$ cat config.mk
export PLATFORM = sky130hd
export DESIGN_NAME = pid_controller_clamped_core
export DESIGN_NICKNAME = d
export VERILOG_FILES = /design/src/design/pidc_pkg.sv /design/src/design/pid_controller_clamped_core.sv /design/src/design/pidc_divider.sv
export SDC_FILE = /design/constraint.sdc
export NUM_CORES = 2
export LEC_CHECK = 0
export ABC_CLOCK_PERIOD_IN_PS = 22600
export BUFFER_PORTS_ARGS = -buffer_cell sky130_fd_sc_hd__buf_4
export CAP_MARGIN = 15
export CORE_MARGIN = 2
export CORE_UTILIZATION = 30
export DETAILED_ROUTE_END_ITERATION = 7
export GPL_ROUTABILITY_DRIVEN = 0
export PLACE_DENSITY_LB_ADDON = 0.12
export SYNTH_ARGS = -nofsm -noshare
export SYNTH_HDL_FRONTEND = slang
export SYNTH_HIERARCHICAL = 1
export SYNTH_SLANG_ARGS = --single-unit
$ cat constraint.sdc
create_clock -name clk -period 22.6 [get_ports clk]
set_clock_uncertainty 0.05 [all_clocks]
set_input_delay 2.26 -clock clk [delete_from_list [all_inputs] [get_ports clk]]
set_output_delay 2.26 -clock clk [all_outputs]
set_load 0.1 [all_outputs]
$ cat src/design/pidc_pkg.sv
// ----------------------------------------------------------------------------
// pidc_pkg
// Shared types, register codes, widths and reset values for the clamped PID
// controller core and its divider.
// ----------------------------------------------------------------------------
package pidc_pkg;

  // Default sample width
  localparam int DATA_WIDTH_DEF = 16;

  // Configuration port
  localparam int CFG_IDX_W  = 3;
  localparam int CFG_DATA_W = 16;

  // Register field widths
  localparam int PERIOD_W = 15;  // sample period and integral limit
  localparam int COEF_W   = 16;  // gains and output bounds
  localparam int ACC_W    = 16;  // integral accumulator

  // Operand A of the shared multiplier: a gain, or the period zero-extended
  localparam int MUL_A_W = COEF_W + 1;

  // Register reset values
  localparam logic [PERIOD_W-1:0]      PERIOD_RST = PERIOD_W'(1);
  localparam logic [PERIOD_W-1:0]      LIMIT_RST  = PERIOD_W'(32767);
  localparam logic signed [COEF_W-1:0] OUT_MAX_RST = COEF_W'(32767);
  localparam logic signed [COEF_W-1:0] OUT_MIN_RST = -COEF_W'(32768);

  // Register indexes on the configuration port
  typedef enum logic [CFG_IDX_W-1:0] {
    REG_SAMPLE_PERIOD  = 3'd0,
    REG_OUTPUT_MAX     = 3'd1,
    REG_OUTPUT_MIN     = 3'd2,
    REG_GAIN_P         = 3'd3,
    REG_GAIN_I         = 3'd4,
    REG_GAIN_D         = 3'd5,
    REG_INTEGRAL_LIMIT = 3'd6
  } cfg_reg_t;

  // Sequencer states
  typedef enum logic [3:0] {
    S_IDLE,
    S_MUL_I,
    S_INTEG,
    S_ADD_P,
    S_ADD_I,
    S_WAIT_DIV,
    S_MUL_D,
    S_ADD_D,
    S_CLAMP
  } state_t;

endpackage

$ cat src/design/pid_controller_clamped_core.sv
// ----------------------------------------------------------------------------
// pid_controller_clamped_core
// One transaction in flight at a time. Throughput is set by the bit-serial
// divider (DATA_WIDTH + 2 steps), the shared multiplier and output back-pressure.
// Reset: synchronous; registers return to their defaults, the integral
// accumulator and previous error clear to zero.
// ----------------------------------------------------------------------------
// Discrete PID controller with a clamped integral and clamped output. One
// multiplier is shared by the integral step and the three gain products
// under a small sequencer; the derivative uses an iterative divider.
// ----------------------------------------------------------------------------
module pid_controller_clamped_core
  import pidc_pkg::*;
#(
  parameter int DATA_WIDTH = DATA_WIDTH_DEF
) (
  input  logic                         clk,
  input  logic                         rst,
  // configuration
  input  logic                         cfg_we,
  input  logic [CFG_IDX_W-1:0]         cfg_index,
  input  logic [CFG_DATA_W-1:0]        cfg_data,
  // input channel
  input  logic                         in_valid,
  output logic                         in_ready,
  input  logic signed [DATA_WIDTH-1:0] target,
  input  logic signed [DATA_WIDTH-1:0] measured,
  // output channel
  output logic                         out_valid,
  input  logic                         out_ready,
  output logic signed [DATA_WIDTH-1:0] drive
);

  localparam int ERR_W   = DATA_WIDTH + 1;
  localparam int DIFF_W  = DATA_WIDTH + 2;
  localparam int MUL_B_W = (DIFF_W > ACC_W) ? DIFF_W : ACC_W;
  localparam int PROD_W  = MUL_A_W + MUL_B_W;
  localparam int INTEG_W = PROD_W + 1;
  localparam int SUM_W   = PROD_W + 2;

  // Configuration registers
  logic        [PERIOD_W-1:0] sample_period;
  logic signed [COEF_W-1:0]   output_max;
  logic signed [COEF_W-1:0]   output_min;
  logic signed [COEF_W-1:0]   gain_p;
  logic signed [COEF_W-1:0]   gain_i;
  logic signed [COEF_W-1:0]   gain_d;
  logic        [PERIOD_W-1:0] integral_limit;

  // Controller state and working registers
  state_t                    state, state_next;
  logic signed [ERR_W-1:0]   last_error;
  logic signed [ACC_W-1:0]   accumulated;
  logic signed [ERR_W-1:0]   err;
  logic signed [DIFF_W-1:0]  diff;
  logic                      deriv_neg;
  logic signed [PROD_W-1:0]  prod;
  logic signed [SUM_W-1:0]   sum;

  // Combinational signals
  logic                      accept;
  logic                      div_start;
  logic                      load_drive;
  logic signed [ERR_W-1:0]   err_next;
  logic signed [MUL_A_W-1:0] mul_a;
  logic signed [MUL_B_W-1:0] mul_b;
  logic signed [DIFF_W-1:0]  deriv;
  logic        [DIFF_W-1:0]  div_dividend;
  logic        [DIFF_W-1:0]  div_quotient;
  logic        [PERIOD_W-1:0] div_divisor;
  logic                      div_busy;
  logic signed [INTEG_W-1:0] integ;
  logic signed [INTEG_W-1:0] lim_pos;
  logic signed [INTEG_W-1:0] lim_neg;
  logic signed [SUM_W-1:0]   omax;
  logic signed [SUM_W-1:0]   omin;
  logic signed [SUM_W-1:0]   clamped;

  // Configuration writes
  always_ff @(posedge clk) begin
    if (rst) begin
      sample_period  <= PERIOD_RST;
      output_max     <= OUT_MAX_RST;
      output_min     <= OUT_MIN_RST;
      gain_p         <= '0;
      gain_i         <= '0;
      gain_d         <= '0;
      integral_limit <= LIMIT_RST;
    end else if (cfg_we) begin
      unique case (cfg_reg_t'(cfg_index))
        REG_SAMPLE_PERIOD:  sample_period  <= cfg_data[PERIOD_W-1:0];
        REG_OUTPUT_MAX:     output_max     <= signed'(cfg_data);
        REG_OUTPUT_MIN:     output_min     <= signed'(cfg_data);
        REG_GAIN_P:         gain_p         <= signed'(cfg_data);
        REG_GAIN_I:         gain_i         <= signed'(cfg_data);
        REG_GAIN_D:         gain_d         <= signed'(cfg_data);
        REG_INTEGRAL_LIMIT: integral_limit <= cfg_data[PERIOD_W-1:0];
        default: ;
      endcase
    end
  end

  // State register
  always_ff @(posedge clk) begin
    if (rst) begin
      state <= S_IDLE;
    end else begin
      state <= state_next;
    end
  end

  // Sequencer: next state and strobes
  always_comb begin
    state_next = state;
    in_ready   = 1'b0;
    div_start  = 1'b0;
    load_drive = 1'b0;
    unique case (state)
      S_IDLE: begin
        in_ready = 1'b1;
        if (in_valid) state_next = S_MUL_I;
      end
      S_MUL_I: state_next = S_INTEG;
      S_INTEG: begin
        div_start  = 1'b1;
        state_next = S_ADD_P;
      end
      S_ADD_P: state_next = S_ADD_I;
      S_ADD_I: state_next = S_WAIT_DIV;
      S_WAIT_DIV: begin
        if (!div_busy) state_next = S_MUL_D;
      end
      S_MUL_D: state_next = S_ADD_D;
      S_ADD_D: state_next = S_CLAMP;
      S_CLAMP: begin
        if (!out_valid || out_ready) begin
          load_drive = 1'b1;
          state_next = S_IDLE;
        end
      end
      default: state_next = S_IDLE;
    endcase
  end

  assign accept   = in_valid && in_ready;
  assign err_next = ERR_W'(target) - ERR_W'(measured);

  // Derivative divider: magnitude of the error step over the period
  assign div_dividend = diff[DIFF_W-1] ? DIFF_W'(-diff) : DIFF_W'(diff);
  assign div_divisor  = (sample_period == '0) ? PERIOD_W'(1) : sample_period;
  assign deriv        = deriv_neg ? -signed'(div_quotient) : signed'(div_quotient);

  pidc_divider #(
    .DIVIDEND_W (DIFF_W)
  ) u_div (
    .clk      (clk),
    .rst      (rst),
    .start    (div_start),
    .dividend (div_dividend),
    .divisor  (div_divisor),
    .quotient (div_quotient),
    .busy     (div_busy)
  );

  // Shared multiplier operand selection
  always_comb begin
    case (state)
      S_MUL_I: begin
        mul_a = MUL_A_W'(signed'({1'b0, sample_period}));
        mul_b = MUL_B_W'(err);
      end
      S_INTEG: begin
        mul_a = MUL_A_W'(gain_p);
        mul_b = MUL_B_W'(err);
      end
      S_ADD_P: begin
        mul_a = MUL_A_W'(gain_i);
        mul_b = MUL_B_W'(accumulated);
      end
      default: begin
        mul_a = MUL_A_W'(gain_d);
        mul_b = MUL_B_W'(deriv);
      end
    endcase
  end

  // Integral update with symmetric clamp
  always_comb begin
    integ   = INTEG_W'(accumulated) + INTEG_W'(prod);
    lim_pos = INTEG_W'(signed'({1'b0, integral_limit}));
    lim_neg = -lim_pos;
  end

  // Output clamp: upper bound tested first
  always_comb begin
    omax = SUM_W'(output_max);
    omin = SUM_W'(output_min);
    if (sum > omax) begin
      clamped = omax;
    end else if (sum < omin) begin
      clamped = omin;
    end else begin
      clamped = sum;
    end
  end

  // Controller state
  always_ff @(posedge clk) begin
    if (rst) begin
      last_error  <= '0;
      accumulated <= '0;
    end else begin
      if (accept) last_error <= err_next;
      if (state == S_INTEG) begin
        if (integ > lim_pos) begin
          accumulated <= lim_pos[ACC_W-1:0];
        end else if (integ < lim_neg) begin
          accumulated <= lim_neg[ACC_W-1:0];
        end else begin
          accumulated <= integ[ACC_W-1:0];
        end
      end
    end
  end

  // Working datapath registers
  always_ff @(posedge clk) begin
    prod <= mul_a * mul_b;
    if (accept) begin
      err  <= err_next;
      diff <= DIFF_W'(err_next) - DIFF_W'(last_error);
    end
    if (div_start) deriv_neg <= diff[DIFF_W-1];
    case (state)
      S_ADD_P: sum <= SUM_W'(prod);
      S_ADD_I: sum <= sum + SUM_W'(prod);
      S_ADD_D: sum <= sum + SUM_W'(prod);
      default: ;
    endcase
    if (load_drive) drive <= clamped[DATA_WIDTH-1:0];
  end

  // Output register handshake
  always_ff @(posedge clk) begin
    if (rst) begin
      out_valid <= 1'b0;
    end else if (load_drive) begin
      out_valid <= 1'b1;
    end else if (out_ready) begin
      out_valid <= 1'b0;
    end
  end

endmodule

$ cat src/design/pidc_divider.sv
// ----------------------------------------------------------------------------
// pidc_divider
// Restoring unsigned divider, one quotient bit per cycle. Divides a
// magnitude by the sample period; the quotient is truncated.
// ----------------------------------------------------------------------------
module pidc_divider
  import pidc_pkg::*;
#(
  parameter int DIVIDEND_W = DATA_WIDTH_DEF + 2
) (
  input  logic                  clk,
  input  logic                  rst,
  input  logic                  start,
  input  logic [DIVIDEND_W-1:0] dividend,
  input  logic [PERIOD_W-1:0]   divisor,
  output logic [DIVIDEND_W-1:0] quotient,
  output logic                  busy
);

  localparam int CNT_W = $clog2(DIVIDEND_W);

  logic [DIVIDEND_W-1:0] quo;
  logic [PERIOD_W-1:0]   rem;
  logic [PERIOD_W-1:0]   dvs;
  logic [CNT_W-1:0]      cnt;
  logic [PERIOD_W:0]     shifted;
  logic [PERIOD_W:0]     diff;
  logic                  fits;

  // Trial subtraction of the divisor from the shifted partial remainder
  always_comb begin
    shifted = {rem, quo[DIVIDEND_W-1]};
    fits    = (shifted >= {1'b0, dvs});
    diff    = shifted - {1'b0, dvs};
  end

  // Control: busy while the quotient bits are shifted in, counted down by cnt
  always_ff @(posedge clk) begin
    if (rst) begin
      busy <= 1'b0;
      cnt  <= '0;
    end else if (start) begin
      busy <= 1'b1;
      cnt  <= CNT_W'(DIVIDEND_W - 1);
    end else if (busy) begin
      if (cnt == '0) begin
        busy <= 1'b0;
      end else begin
        cnt <= cnt - 1'b1;
      end
    end
  end

  // Datapath: quotient bits shift in where the dividend shifts out
  always_ff @(posedge clk) begin
    if (start) begin
      quo <= dividend;
      rem <= '0;
      dvs <= divisor;
    end else if (busy) begin
      quo <= {quo[DIVIDEND_W-2:0], fits};
      rem <= fits ? diff[PERIOD_W-1:0] : shifted[PERIOD_W-1:0];
    end
  end

  assign quotient = quo;

endmodule

== Yosys cells after proc, flatten, opt, wreduce, memory -nomap -nowiden ==
Cells that the tools add are included.

* Add/sub/neg operators: 9
* $mul: 1
* Order comparisons: 5
* Eq/ne operators: 18
* Mux-type cells: 28
* Bitwise logic cells: 1
* Reductions and logical operators: 23

{| class="wikitable"
|+ Operator list
! operator !! number
|-
| one-hot mux 37 bit (2 select lines) || 1
|-
| 2-to-1 mux 18 bit || 4
|-
| 2-to-1 mux 16 bit || 4
|-
| one-hot mux 17 bit (3 select lines) || 1
|-
| adder 37 x 35 -> 37 bit || 1
|-
| > comparator 37 x 16 -> 1 bit || 1
|-
| < comparator 37 x 16 -> 1 bit || 1
|-
| adder 16 x 35 -> 36 bit || 1
|-
| > comparator 36 x 16 -> 1 bit || 1
|-
| < comparator 36 bit || 1
|-
| negator 15 -> 36 bit || 1
|-
| negator 18 bit || 2
|-
| one-hot mux 18 bit (2 select lines) || 1
|-
| one-hot mux 4 bit (9 select lines) || 1
|-
| multiplier 17 x 18 -> 35 bit || 1
|-
| AND reduction 2 bit || 9
|-
| subtractor 17 x 17 -> 18 bit || 1
|-
| subtractor 16 x 16 -> 17 bit || 1
|-
| == test 4 x 3 -> 1 bit (second input constant) || 4
|-
| >= comparator 16 x 15 -> 1 bit || 1
|-
| zero test 15 bit || 1
|-
| 2-to-1 mux 15 bit || 1
|-
| 2-to-1 mux 5 bit || 3
|-
| subtractor 15 bit || 1
|-
| 20 further kinds || 41
|}

* Register bits: 326
* Word-level logic and storage cells: 108

== Longest topological paths before layout ==
* Depth after elaboration: 5
* Mapped depth: 36
* Depth with buffers taken out: 33

== By module ==
The synthesis kept the hierarchy.

{| class="wikitable"
|+ Modules (own cells, without submodules)
! module !! instances !! cells each !! area an instance (µm²)
|-
| pid_controller_clamped_core || 1 || 3668 || 30757.0
|-
| pidc_divider || 1 || 286 || 3009.1
|}

== Worst setup path after synthesis ==
OpenSTA, ideal clock, no wires.

* Kind: reg-to-reg
* From: register state[0]
* To: register prod[34]
* Arrival: 8.316 ns
* Required time: 22.421 ns
* Slack: 14.105 ns
* Cell stages (with the launch flop): 37
* Period minus slack after synthesis: 8.495 ns
* Cell sequence: dfxtp_1 clkbuf_1 nand2b_1 clkbuf_1 or2_2 clkbuf_1 inv_1 clkbuf_1 nand2_1 nand2_1 a21oi_1 clkbuf_1 nor2_1 fa_1 inv_1 fa_1 fa_1 inv_1 fa_1 fa_1 inv_1 fa_1 inv_1 ha_1 clkbuf_1 nand3_1 o211ai_1 or2_2 o211ai_1 a21oi_1 a21oi_1 o21bai_1 a2111oi_0 nor3_1 a41o_1 o41ai_1 xnor2_1

* Word-level cells in the longest chain between the ends: 4
* Elaborated cells between the ends (all ways): 7
* Classes of those cells: 1 x mul; 3 x eq/ne; 2 x mux; 1 x reduce/logical

{| class="wikitable"
|+ Ends and longest elaborated chain
! what !! RTL line !! source
|-
| start, declared || pid_controller_clamped_core.sv:51 || <nowiki>state_t state, state_next;</nowiki>
|-
| start signal, assigned || pid_controller_clamped_core.sv:108 || <nowiki>state <= state_next;</nowiki>
|-
| == test 4 x 2 -> 1 bit / == test 4 x 1 -> 1 bit (equally long branches) || pid_controller_clamped_core.sv:167 || <nowiki>case (state)</nowiki>
|-
| OR reduction 2 bit (no line) || -- ||
|-
| one-hot mux 18 bit (2 select lines) || pid_controller_clamped_core.sv:167 ||
|-
| multiplier 17 x 18 -> 35 bit (*) || pid_controller_clamped_core.sv:228 || <nowiki>prod <= mul_a * mul_b;</nowiki>
|-
| end signal, assigned || pid_controller_clamped_core.sv:228 ||
|-
| end, declared || pid_controller_clamped_core.sv:57 || <nowiki>logic signed [PROD_W-1:0] prod;</nowiki>
|}

Every way passes the cells marked *; elsewhere a longest branch is shown, timed or not.
A chain may end at the register's enable or synchronous reset.

== Worst setup path after layout ==
* From: register state[1]
* To: register prod[34]

Same word-level chain as after synthesis.

==> metrics.md <==
| Metric | Value |
|---|---|
| DRT Pass-1 Iters | `5` |
| Fin area | `37300 um^2` |
| Sequential share of the synthesized area | `0.229` |
| Register-to-Register Path Depth | `30` |
| Critical path class | `reg -> reg` |
| Top cells by count, synth | `nand2_1 (585), inv_1 (553), ha_1 (334)` |
| Antenna cells | `0` |
| P_leak | `roughly 0.017 uW` |
| Final setup TNS | `0 ns` |
| Vias in the first global route | `about 28k` |
| CP max-delay cell | `dfxtp_1` |
| Clock Latency Late Sink | `about 0.60 ns` |
| CP Data Required Time | `around 23 ns` |
| Rel. slew slack | `0.252` |
| Port buffer count | `73` |
| First-pass GRT wire length | `between 150000 and 200000 um` |
| Iter 0 DRT Violations | `approximately 1.5k` |
| Die X | `339 um` |
| Hold Crit Class | `reg -> reg` |
| Worst-path fanout max | `68` |
| Setup Buffers After CTS | `0` |
| Most used cell, CP | `fa_1` |
| Post-Synthesis Cells | `between 3k and 4k` |
| Synth Cell Area | `about 34000 um^2` |
| Clk sinks | `326` |
| CTS Buffer Depth | `3` |
| Total grt overflow | `0` |
| Area contributors post-synth | `fa_1 (19%), ha_1 (12%), dfxtp_1 (12%), edfxtp_1 (11%), nand2_1 (6.5%)` |
| Placed cell area | `roughly 36000 um^2` |
| Die Area | `around 120000 um^2` |
| Count leader, synth | `nand2_1` |
| Setup crit start kind | `register` |
| Final setup margin | `12.53 ns` |
| Simple-gate portion of the synthesized area | `0.158` |
| Top Ports | `74` |
| CTS tree | `yes` |
| Peak supply drop | `0.000102 V` |
| Clk root buf | `clkbuf_16` |
| Syn. warnings | `6` |
| Floorplan row count | `123` |
| Fillers | `approximately 12k` |
| DP HPWL | `roughly 83000 um` |
| RSZ-0062 raised after global routing | `false` |
| Worst path arrival time | `10.47 ns` |
| Hold Slack | `between 0.4 and 0.5 ns` |
| Period utilization | `0.446` |
| DRC Markers | `0` |
| Cell Pwr Density | `between 100 and 150 nW/um^2` |
| Main synth FF type | `dfxtp_1` |
| # hold bufs at CTS | `0` |
| CP max stage delay | `0.81 ns` |
| Syn Area/Cell | `8.54 um^2` |
| Synth Area in XOR/XNOR | `0.0446` |
| Die Height | `339 um` |
| Peak Freq | `around 0.099 GHz` |
| Clock-pin transition on the worst setup and hold timing paths | `approximately 0.060 ns` |
| Gr usage total | `0.180` |
| Hold path depth | `2` |
| Compound-Gate Fraction of Synth Area | `0.152` |
| Max-slew violation count | `0` |
| Drt total wl | `approximately 100000 um` |
| Post-synthesis mux area share | `0.0261` |
| Synth Area in Adders | `0.311` |
| Worst setup EP type | `register` |
| Yosys top cell area share | `0.187` |
| Final count of hold timing violations | `0` |
| Outcome | `finished clean` |
| Core area | `between 100000 and 150000 um^2` |
| Largest family of logic cells by synthesized area | `adder cells` |
| WL per Instance | `roughly 19 um` |
| Initial antenna violation count | `2` |
| Distinct cell type count after synthesis | `91` |
| EDFF count, synth | `approximately 120` |
| Routed Antenna Nets | `0` |
| Largest net degree at the start of global routing | `70` |
| Max-cap violation count | `0` |
| Nets | `4677` |
| Least-Margin Pin Slew | `~1.1 ns` |
| H-tree depth | `2` |
| DR vias | `about 27k` |
| Pre-CTS WS | `between 10 and 15 ns` |
| Syn_nets | `between 4k and 5k` |
| Min Clock Period, post-route | `slightly above 10 ns` |
| Final Setup Violations | `0` |
| Vias/cell | `slightly below 5` |
| Layout cell share with drive strength beyond 1 | `0.0645` |
| Async SR Flop Fraction | `0` |
| Num CTS Buffers | `42` |
| Layout Area Growth over Synthesis | `10.6%` |
| Largest area contributor in the netlist | `fa_1` |
| Post-cts repair resize count | `0` |
| Synthesized flop and latch total | `roughly 330` |
| Starting density of the core | `0.301` |
-- logic make-up (layout without fill, tap and decap cells) --
group                    count (synthesis)  in the layout
flip-flops                             326            326
XOR/XNOR                               172            172
AND/OR/NAND/NOR                       1218           1218
buffers and inverters                  696            745
adder cells (fa/ha/maj)                650            650
multiplexers                            85             85
AO/OA/AOI/OAI                          807            807
-- metrics by stage --
step                instances  power [uW]  utilization
finish                   5503        4310        0.333
global route             5503        4790        0.333
CTS                      5503        4390        0.333
detailed placement       5427        3680        0.321
global placement         5427        3690        0.321
floorplan                3954        2940            -
-- per-layer routing --
layer,track usage,wire length (um),up-vias
met5,0,0,-
met4,0.0389,2100,0
met3,0.0138,2790,99
met2,0.316,50000,372
met1,0.242,48400,13200
li1,-,-,13300
-- critical path, delay by kind of cell (launching register included) --
kind                     cells  cell delay, ns
AO/OA/AOI/OAI                9            2.39
XOR/XNOR                     1            0.12
adder cells (fa/ha/maj)      7            3.22
buffers and inverters        6            1.09
flip-flops                   1            0.81
AND/OR/NAND/NOR              7            2.19
-- placed cells by master, fill, tap and decap left out, types with 27 or more instances in the layout --
cell type and count:
xor2_1 59, inv_1 552, nand4_1 27, o211ai_1 49
nor3_1 53, nand2b_1 31, ha_1 334, xnor2_1 113
a21oi_1 266, a211oi_1 27, clkbuf_16 46, mux2i_1 60
dfxtp_1 204, buf_4 114, o31ai_1 29, fa_1 316
nand2_1 585, nand3_1 52, nor2b_1 37, a21o_1 72
nor2_1 306, edfxtp_1 122, o21ai_0 156
-- registers in the layout (all words and copies together) (netlist names), 15 cells and up --
signal          count
sum                37
prod               35
diff               18
u_div/quotient     18
err                17
last_error         17
accumulated        16
drive              16
gain_d             16
gain_i             16
gain_p             16
output_max         16
output_min         16
integral_limit     15
sample_period      15
u_div/dvs          15
u_div/rem          15
-- layout make-up --
cell class              count  area [um^2]  area share
clock inverters            13         75.1     0.00201
inverters                 555         2080      0.0558
repair buffers            114          856      0.0229
flip-flops and latches    326         7750       0.208
clock buffers              63         1280      0.0344
multi-input cells        2932        23400       0.627
well taps                1500         1880      0.0503
-- path summary, 6_finish.rpt --
check                                       to      startpoint  slack, ns
worst max-delay path                  prod[34]        state[1]      12.53
worst min-delay path            last_error[10]  last_error[10]       0.40
worst max register to register        prod[34]        state[1]      12.53
worst min register to register  last_error[10]  last_error[10]       0.40
-- report_power, final --
part	internal, uW	switching (uW)
logic	1120	1660
clock network	393	282
registers	736	119
total	2250	2060
Note: power is estimated with default switching activity, not from simulation.
